<file path="src/hw/rtl/stq_pkg.sv">
package stq_pkg;

  // Field widths
  localparam int unsigned SecsW = 16;
  localparam int unsigned PidW  = 8;
  localparam int unsigned OccW  = 4;
  localparam int unsigned StatW = 2;

  // Default pool size
  localparam int unsigned DefaultPoolDepth = 8;

  // Command codes carried on the input tuser
  localparam logic CmdInsert = 1'b0;
  localparam logic CmdPop    = 1'b1;

  // Result status codes
  localparam logic [StatW-1:0] StatOk    = 2'd0;
  localparam logic [StatW-1:0] StatFull  = 2'd1;
  localparam logic [StatW-1:0] StatEmpty = 2'd2;

  // Operation broadcast from the top level to every cell
  typedef struct packed {
    logic             ins;
    logic             pop;
    logic [SecsW-1:0] secs;
    logic [PidW-1:0]  pid;
  } stq_ctrl_t;

endpackage

</file>
<file path="src/hw/rtl/stq_cell.sv">
module stq_cell (
  input  logic                      clk_i,
  input  stq_pkg::stq_ctrl_t        ctrl_i,
  input  logic                      occ_i,
  input  logic                      prev_le_i,
  input  logic [stq_pkg::SecsW-1:0] prev_secs_i,
  input  logic [stq_pkg::PidW-1:0]  prev_pid_i,
  input  logic [stq_pkg::SecsW-1:0] next_secs_i,
  input  logic [stq_pkg::PidW-1:0]  next_pid_i,
  output logic                      le_o,
  output logic [stq_pkg::SecsW-1:0] secs_o,
  output logic [stq_pkg::PidW-1:0]  pid_o
);

  logic [stq_pkg::SecsW-1:0] secs_q, secs_d;
  logic [stq_pkg::PidW-1:0]  pid_q, pid_d;

  // Entry stays ahead of the new key when it is queued and not later
  assign le_o = occ_i && (secs_q <= ctrl_i.secs);

  // Keep, take the new entry, shift from the left on insert, or from the right on pop
  always_comb begin
    secs_d = secs_q;
    pid_d  = pid_q;
    if (ctrl_i.ins) begin
      if (le_o) begin
        secs_d = secs_q;
        pid_d  = pid_q;
      end else if (prev_le_i) begin
        secs_d = ctrl_i.secs;
        pid_d  = ctrl_i.pid;
      end else begin
        secs_d = prev_secs_i;
        pid_d  = prev_pid_i;
      end
    end else if (ctrl_i.pop) begin
      secs_d = next_secs_i;
      pid_d  = next_pid_i;
    end
  end

  always_ff @(posedge clk_i) begin
    secs_q <= secs_d;
    pid_q  <= pid_d;
  end

  assign secs_o = secs_q;
  assign pid_o  = pid_q;

endmodule

</file>
<file path="src/hw/rtl/sorted_timer_queue.sv">
// A result appears on the master side in the cycle after its input transfer.
// Throughput: one insert or pop per cycle; every cell compares and shifts in that same cycle.
// A result waiting on the master side does not block input when it is taken that cycle.
// Reset: rst_ni is asynchronous, active low; it empties the queue and drops the pending result.
// Entry storage is not reset; only queued slots are ever read.
module sorted_timer_queue #(
  parameter int unsigned POOL_DEPTH = stq_pkg::DefaultPoolDepth
) (
  input  logic        clk_i,
  input  logic        rst_ni,
  input  logic        s_axis_tvalid,
  output logic        s_axis_tready,
  input  logic [23:0] s_axis_tdata,   // [15:0] wait_seconds, [23:16] proc_id
  input  logic        s_axis_tuser,   // [0] cmd
  output logic        m_axis_tvalid,
  input  logic        m_axis_tready,
  output logic [31:0] m_axis_tdata,   // [15:0] out_seconds, [23:16] out_proc_id,
                                      // [27:24] occupancy, [31:28] zero
  output logic [1:0]  m_axis_tuser    // [1:0] status
);

  localparam int unsigned CntW = $clog2(POOL_DEPTH + 1);

  logic [CntW-1:0] cnt_q, cnt_d;
  logic            in_xfer;
  logic            is_pop;
  logic            full;
  logic            empty;
  logic            ins_ok;
  logic            pop_ok;

  stq_pkg::stq_ctrl_t ctrl;

  logic [POOL_DEPTH-1:0]   occ;
  logic [POOL_DEPTH:0]     le_chain;
  logic [stq_pkg::SecsW-1:0] secs_chain [POOL_DEPTH+1:0];
  logic [stq_pkg::PidW-1:0]  pid_chain  [POOL_DEPTH+1:0];

  logic                      out_valid_q;
  logic [stq_pkg::StatW-1:0] out_stat_q, out_stat_d;
  logic [stq_pkg::SecsW-1:0] out_secs_q, out_secs_d;
  logic [stq_pkg::PidW-1:0]  out_pid_q, out_pid_d;
  logic [stq_pkg::OccW-1:0]  out_occ_q;

  // Accept while the output register is empty or being drained
  assign s_axis_tready = !out_valid_q || m_axis_tready;
  assign in_xfer       = s_axis_tvalid && s_axis_tready;

  // Decode the command and reject insert-when-full and pop-when-empty
  assign is_pop = (s_axis_tuser == stq_pkg::CmdPop);
  assign full   = (cnt_q == CntW'(POOL_DEPTH));
  assign empty  = (cnt_q == '0);
  assign ins_ok = in_xfer && !is_pop && !full;
  assign pop_ok = in_xfer && is_pop && !empty;

  assign ctrl.ins  = ins_ok;
  assign ctrl.pop  = pop_ok;
  assign ctrl.secs = s_axis_tdata[15:0];
  assign ctrl.pid  = s_axis_tdata[23:16];

  // Boundary taps of the chain
  assign le_chain[0]               = 1'b1;
  assign secs_chain[0]             = '0;
  assign pid_chain[0]              = '0;
  assign secs_chain[POOL_DEPTH+1]  = '0;
  assign pid_chain[POOL_DEPTH+1]   = '0;

  // Row of cells, slot 0 holds the head
  for (genvar k = 0; k < POOL_DEPTH; k++) begin : g_cell
    assign occ[k] = (cnt_q > CntW'(k));

    stq_cell u_cell (
      .clk_i       (clk_i),
      .ctrl_i      (ctrl),
      .occ_i       (occ[k]),
      .prev_le_i   (le_chain[k]),
      .prev_secs_i (secs_chain[k]),
      .prev_pid_i  (pid_chain[k]),
      .next_secs_i (secs_chain[k+2]),
      .next_pid_i  (pid_chain[k+2]),
      .le_o        (le_chain[k+1]),
      .secs_o      (secs_chain[k+1]),
      .pid_o       (pid_chain[k+1])
    );
  end

  // Advance the entry count
  always_comb begin
    cnt_d = cnt_q;
    if (ins_ok) begin
      cnt_d = cnt_q + CntW'(1);
    end else if (pop_ok) begin
      cnt_d = cnt_q - CntW'(1);
    end
  end

  // Build the result
  always_comb begin
    out_stat_d = stq_pkg::StatOk;
    out_secs_d = '0;
    out_pid_d  = '0;
    if (is_pop) begin
      if (empty) begin
        out_stat_d = stq_pkg::StatEmpty;
      end else begin
        out_secs_d = secs_chain[1];
        out_pid_d  = pid_chain[1];
      end
    end else if (full) begin
      out_stat_d = stq_pkg::StatFull;
    end
  end

  // Hold count and result valid
  always_ff @(posedge clk_i or negedge rst_ni) begin
    if (!rst_ni) begin
      cnt_q       <= '0;
      out_valid_q <= 1'b0;
    end else begin
      cnt_q <= cnt_d;
      if (in_xfer) begin
        out_valid_q <= 1'b1;
      end else if (m_axis_tready) begin
        out_valid_q <= 1'b0;
      end
    end
  end

  // Capture the result payload on each input transfer
  always_ff @(posedge clk_i) begin
    if (in_xfer) begin
      out_stat_q <= out_stat_d;
      out_secs_q <= out_secs_d;
      out_pid_q  <= out_pid_d;
      out_occ_q  <= stq_pkg::OccW'(cnt_d);
    end
  end

  assign m_axis_tvalid = out_valid_q;
  assign m_axis_tuser  = out_stat_q;
  assign m_axis_tdata  = {4'b0000, out_occ_q, out_pid_q, out_secs_q};

  // Count never exceeds the pool
  a_cnt_bound: assert property (@(posedge clk_i) disable iff (!rst_ni)
    cnt_q <= CntW'(POOL_DEPTH))
    else $error("entry count above pool depth");

  // A successful pop removes exactly one entry
  a_pop_dec: assert property (@(posedge clk_i) disable iff (!rst_ni)
    pop_ok |=> cnt_q == $past(cnt_q) - CntW'(1))
    else $error("pop did not decrement count");

  // A rejected pop reports zero data
  a_empty_zero: assert property (@(posedge clk_i) disable iff (!rst_ni)
    (out_valid_q && out_stat_q == stq_pkg::StatEmpty) |-> (out_secs_q == '0 && out_pid_q == '0))
    else $error("empty pop returned data");

  // Queued entries stay sorted by wait time
  for (genvar k = 0; k + 1 < POOL_DEPTH; k++) begin : g_chk
    a_sorted: assert property (@(posedge clk_i) disable iff (!rst_ni)
      occ[k+1] |-> secs_chain[k+1] <= secs_chain[k+2])
      else $error("queue out of order");
  end

endmodule

</file>
<file path="config.mk">
export PLATFORM = sky130hd
export DESIGN_NAME = sorted_timer_queue
export DESIGN_NICKNAME = d
export VERILOG_FILES = /design/src/hw/rtl/stq_pkg.sv /design/src/hw/rtl/stq_cell.sv /design/src/hw/rtl/sorted_timer_queue.sv
export SDC_FILE = /design/constraint.sdc
export NUM_CORES = 1
export LEC_CHECK = 0
export ABC_CLOCK_PERIOD_IN_PS = 4250
export BUFFER_PORTS_ARGS = -buffer_cell sky130_fd_sc_hd__buf_2
export CAP_MARGIN = 20
export CORE_AREA = 2 2 250 252
export CTS_BUF_LIST = sky130_fd_sc_hd__clkbuf_16
export DETAILED_ROUTE_END_ITERATION = 16
export DIE_AREA = 0 0 252 254
export MAX_ROUTING_LAYER = met4
export SYNTH_ARGS = -nofsm -noshare
export SYNTH_HDL_FRONTEND = slang
export SYNTH_HIERARCHICAL = 1
export SYNTH_SLANG_ARGS = --single-unit
</file>
<file path="constraint.sdc">
create_clock -name clk_i -period 4.25 [get_ports clk_i]
set_input_delay 0 -clock clk_i [delete_from_list [all_inputs] [get_ports clk_i]]
set_output_delay 0 -clock clk_i [all_outputs]
set_load 0.05 [all_outputs]
</file>
==> results_dict.tcl <==
set metrics [dict create \
    status "finished clean" \
    cts_tree "yes" \
    die_width_um 252 \
    cp-endpoint "g_cell[7].u_cell/secs_o[10]" \
    grt_pass1_vias 10858 \
    max_freq_mhz 290 \
    clk_latency_ps 580 \
    path_max_fanout 22 \
    p_leak_nw 7.41 \
    fin_nets 1687 \
    power_mw 9.10 \
    reg2reg_to "g_cell[7].u_cell/secs_o[10]" \
    rows 91 \
    cp.required_ps 4500 \
    ant_nets 0 \
    drc 0 \
    antenna_found_initial 6 \
    die-area_mm2 0.0640 \
    routed.top_layer "met4" \
    rr_worst_depth 9 \
    critPathKind "register to register" \
    dr_wl_met3_um 1570 \
    netlist_instances 1439 \
    drt_iter0_drc 672 \
    worstMarginPinSlew_ps 967 \
    wl_met1_um 17000 \
    path_common_cell "buf_4" \
    p_per_area_mw_per_mm2 526 \
    slew_headroom 0.354 \
    fin_area_mm2 0.0173 \
    hold_class "input port to register" \
    ir_drop_mv 0.291 \
    min_period_ps 3440 \
    wl_um 36100 \
    cp_slowest_cell "nor3b_2" \
    cts_htree_levels 1 \
    start_util 0.248 \
    rrSetupSlack_ps 810 \
    period_share 0.810 \
    gr-total-overflow 0 \
    holdWs_ps 45.3 \
    finalSetupTns_ps 0 \
    rsz0062_at_grt "false" \
    port_buffers 60 \
    grt_usage 0.114 \
    ys_warn_count 6 \
    hold_violations 0 \
    layout-drive-gt1-share 0.121 \
    via_count 10531 \
    hpwl_um 27600 \
    synth_area_per_cell_um2 10.5 \
    wl_per_cell_um 15.4 \
    met2_length_um 16400 \
    gp_congestion 0.828 \
    finClkSkew_ps 19.8 \
    numCtsBuffers 28 \
    synthToLayoutAreaGrowth_pct 14.0 \
    cpPeakStageDelay_ps 770 \
    maxSlewViolCount 0 \
    arrival_ps 3690 \
    vias_per_cell 4.49 \
    start_kind "register" \
    clk_pin_slew_worst_paths_ps 60 \
    core_mm2 0.0613 \
    grt_max_degree 149 \
    startpoint "cnt_q[1]" \
    drv_cap 0 \
    placed_cell_area_mm2 0.0162 \
    cts.sinks 227 \
    critPathCaptureType "register" \
    fillers 6434 \
    setup_viol 0 \
    first_pass_iters 5 \
    postLayoutCoreUtil 0.282 \
    netlist_area_mm2 0.0152 \
    cp_cell_sequence "inv_1 -> ha_1 -> and2b_2 -> nand2_1 -> nor3b_2 -> buf_4 -> buf_4 -> a21o_1 -> buf_4" \
    clockBufferDepth 3 \
    grt_pass1_wl_um 57800 \
    timing.rr.start "cnt_q[1]" \
    cts-root-buf "clkbuf_16" \
    ios 65 \
    die_h_um 254 \
]
-- repair_timing --
item	4_1_cts	5_1_grt
hold buffers	12	0
gates resized for setup	0	0
endpoints found under the hold margin	73	0
buffers inserted	0	0
-- registers in the layout, indices dropped and copies added (netlist names) --
signal	cells
cnt_q	4
g_cell.u_cell/pid_o	64
m_axis_tuser	2
g_cell.u_cell/secs_o	128
out_pid_q	8
out_secs_q	16
m_axis_tvalid	1
out_occ_q	4
-- critical path, delay by kind of cell (launching register included) --
kind / cells / cell delay (ps)
simple gates: 3 / 1120
flops: 1 / 470
fa+ha+maj: 1 / 290
compound gates: 1 / 210
buf+inv: 4 / 1030
-- metrics by stage --
step	cells	worst slack [ps]
finish	2343	806
floorplan	1490	718
global route	2343	543
global placement	2274	972
detailed placement	2274	813
CTS	2338	809
-- per-layer routing --
metal	global-route usage	vias up
met4	0.0358	0
met1	0.147	4924
li1	-	5352
met5	-	-
met3	0.0194	59
met2	0.184	196
-- layout make-up --
cell class              count  area (um2)  area share
diodes                      5        12.5    0.000723
clock buffers              28         701      0.0405
inverters                 132         495      0.0286
repair buffers             91         588      0.0340
multi-input cells        1046        7450       0.431
clock inverters            24         270      0.0156
flip-flops and latches    227        6790       0.393
well taps                 790         988      0.0572
-- worst min-delay path by stage --
stage | end | cells after the start | start
after floorplan | cnt_q[0] | 0 | rst_ni
final | g_cell[5].u_cell/secs_o[6] | 3 | s_axis_tdata[6]
after detailed placement | m_axis_tvalid | 1 | rst_ni
after global placement | m_axis_tvalid | 1 | rst_ni
after CTS | g_cell[5].u_cell/secs_o[5] | 3 | s_axis_tdata[5]
after global routing | g_cell[6].u_cell/secs_o[7] | 3 | s_axis_tdata[7]
-- cell usage in the layout (no fill, tap or decap), drive strengths merged, types with 10 or more instances in the layout --
cell           n
nor2         205
and3          26
nand4         25
inv          136
nand3         10
a21o          18
clkbuf        28
dlygate4sd3   12
buf           79
clkinv        14
nand2         30
conb          53
a21oi        249
nor2b         17
edfxtp       222
ha           132
mux2i        192
-- power breakdown --
group	internal (mW)	leakage [nW]	total [mW]	switching [mW]
clock network	1.51	0.491	2.49	0.982
logic	1.27	4.76	3.15	1.88
registers	3.11	2.16	3.46	0.349
(Power assumes the default switching activity.)
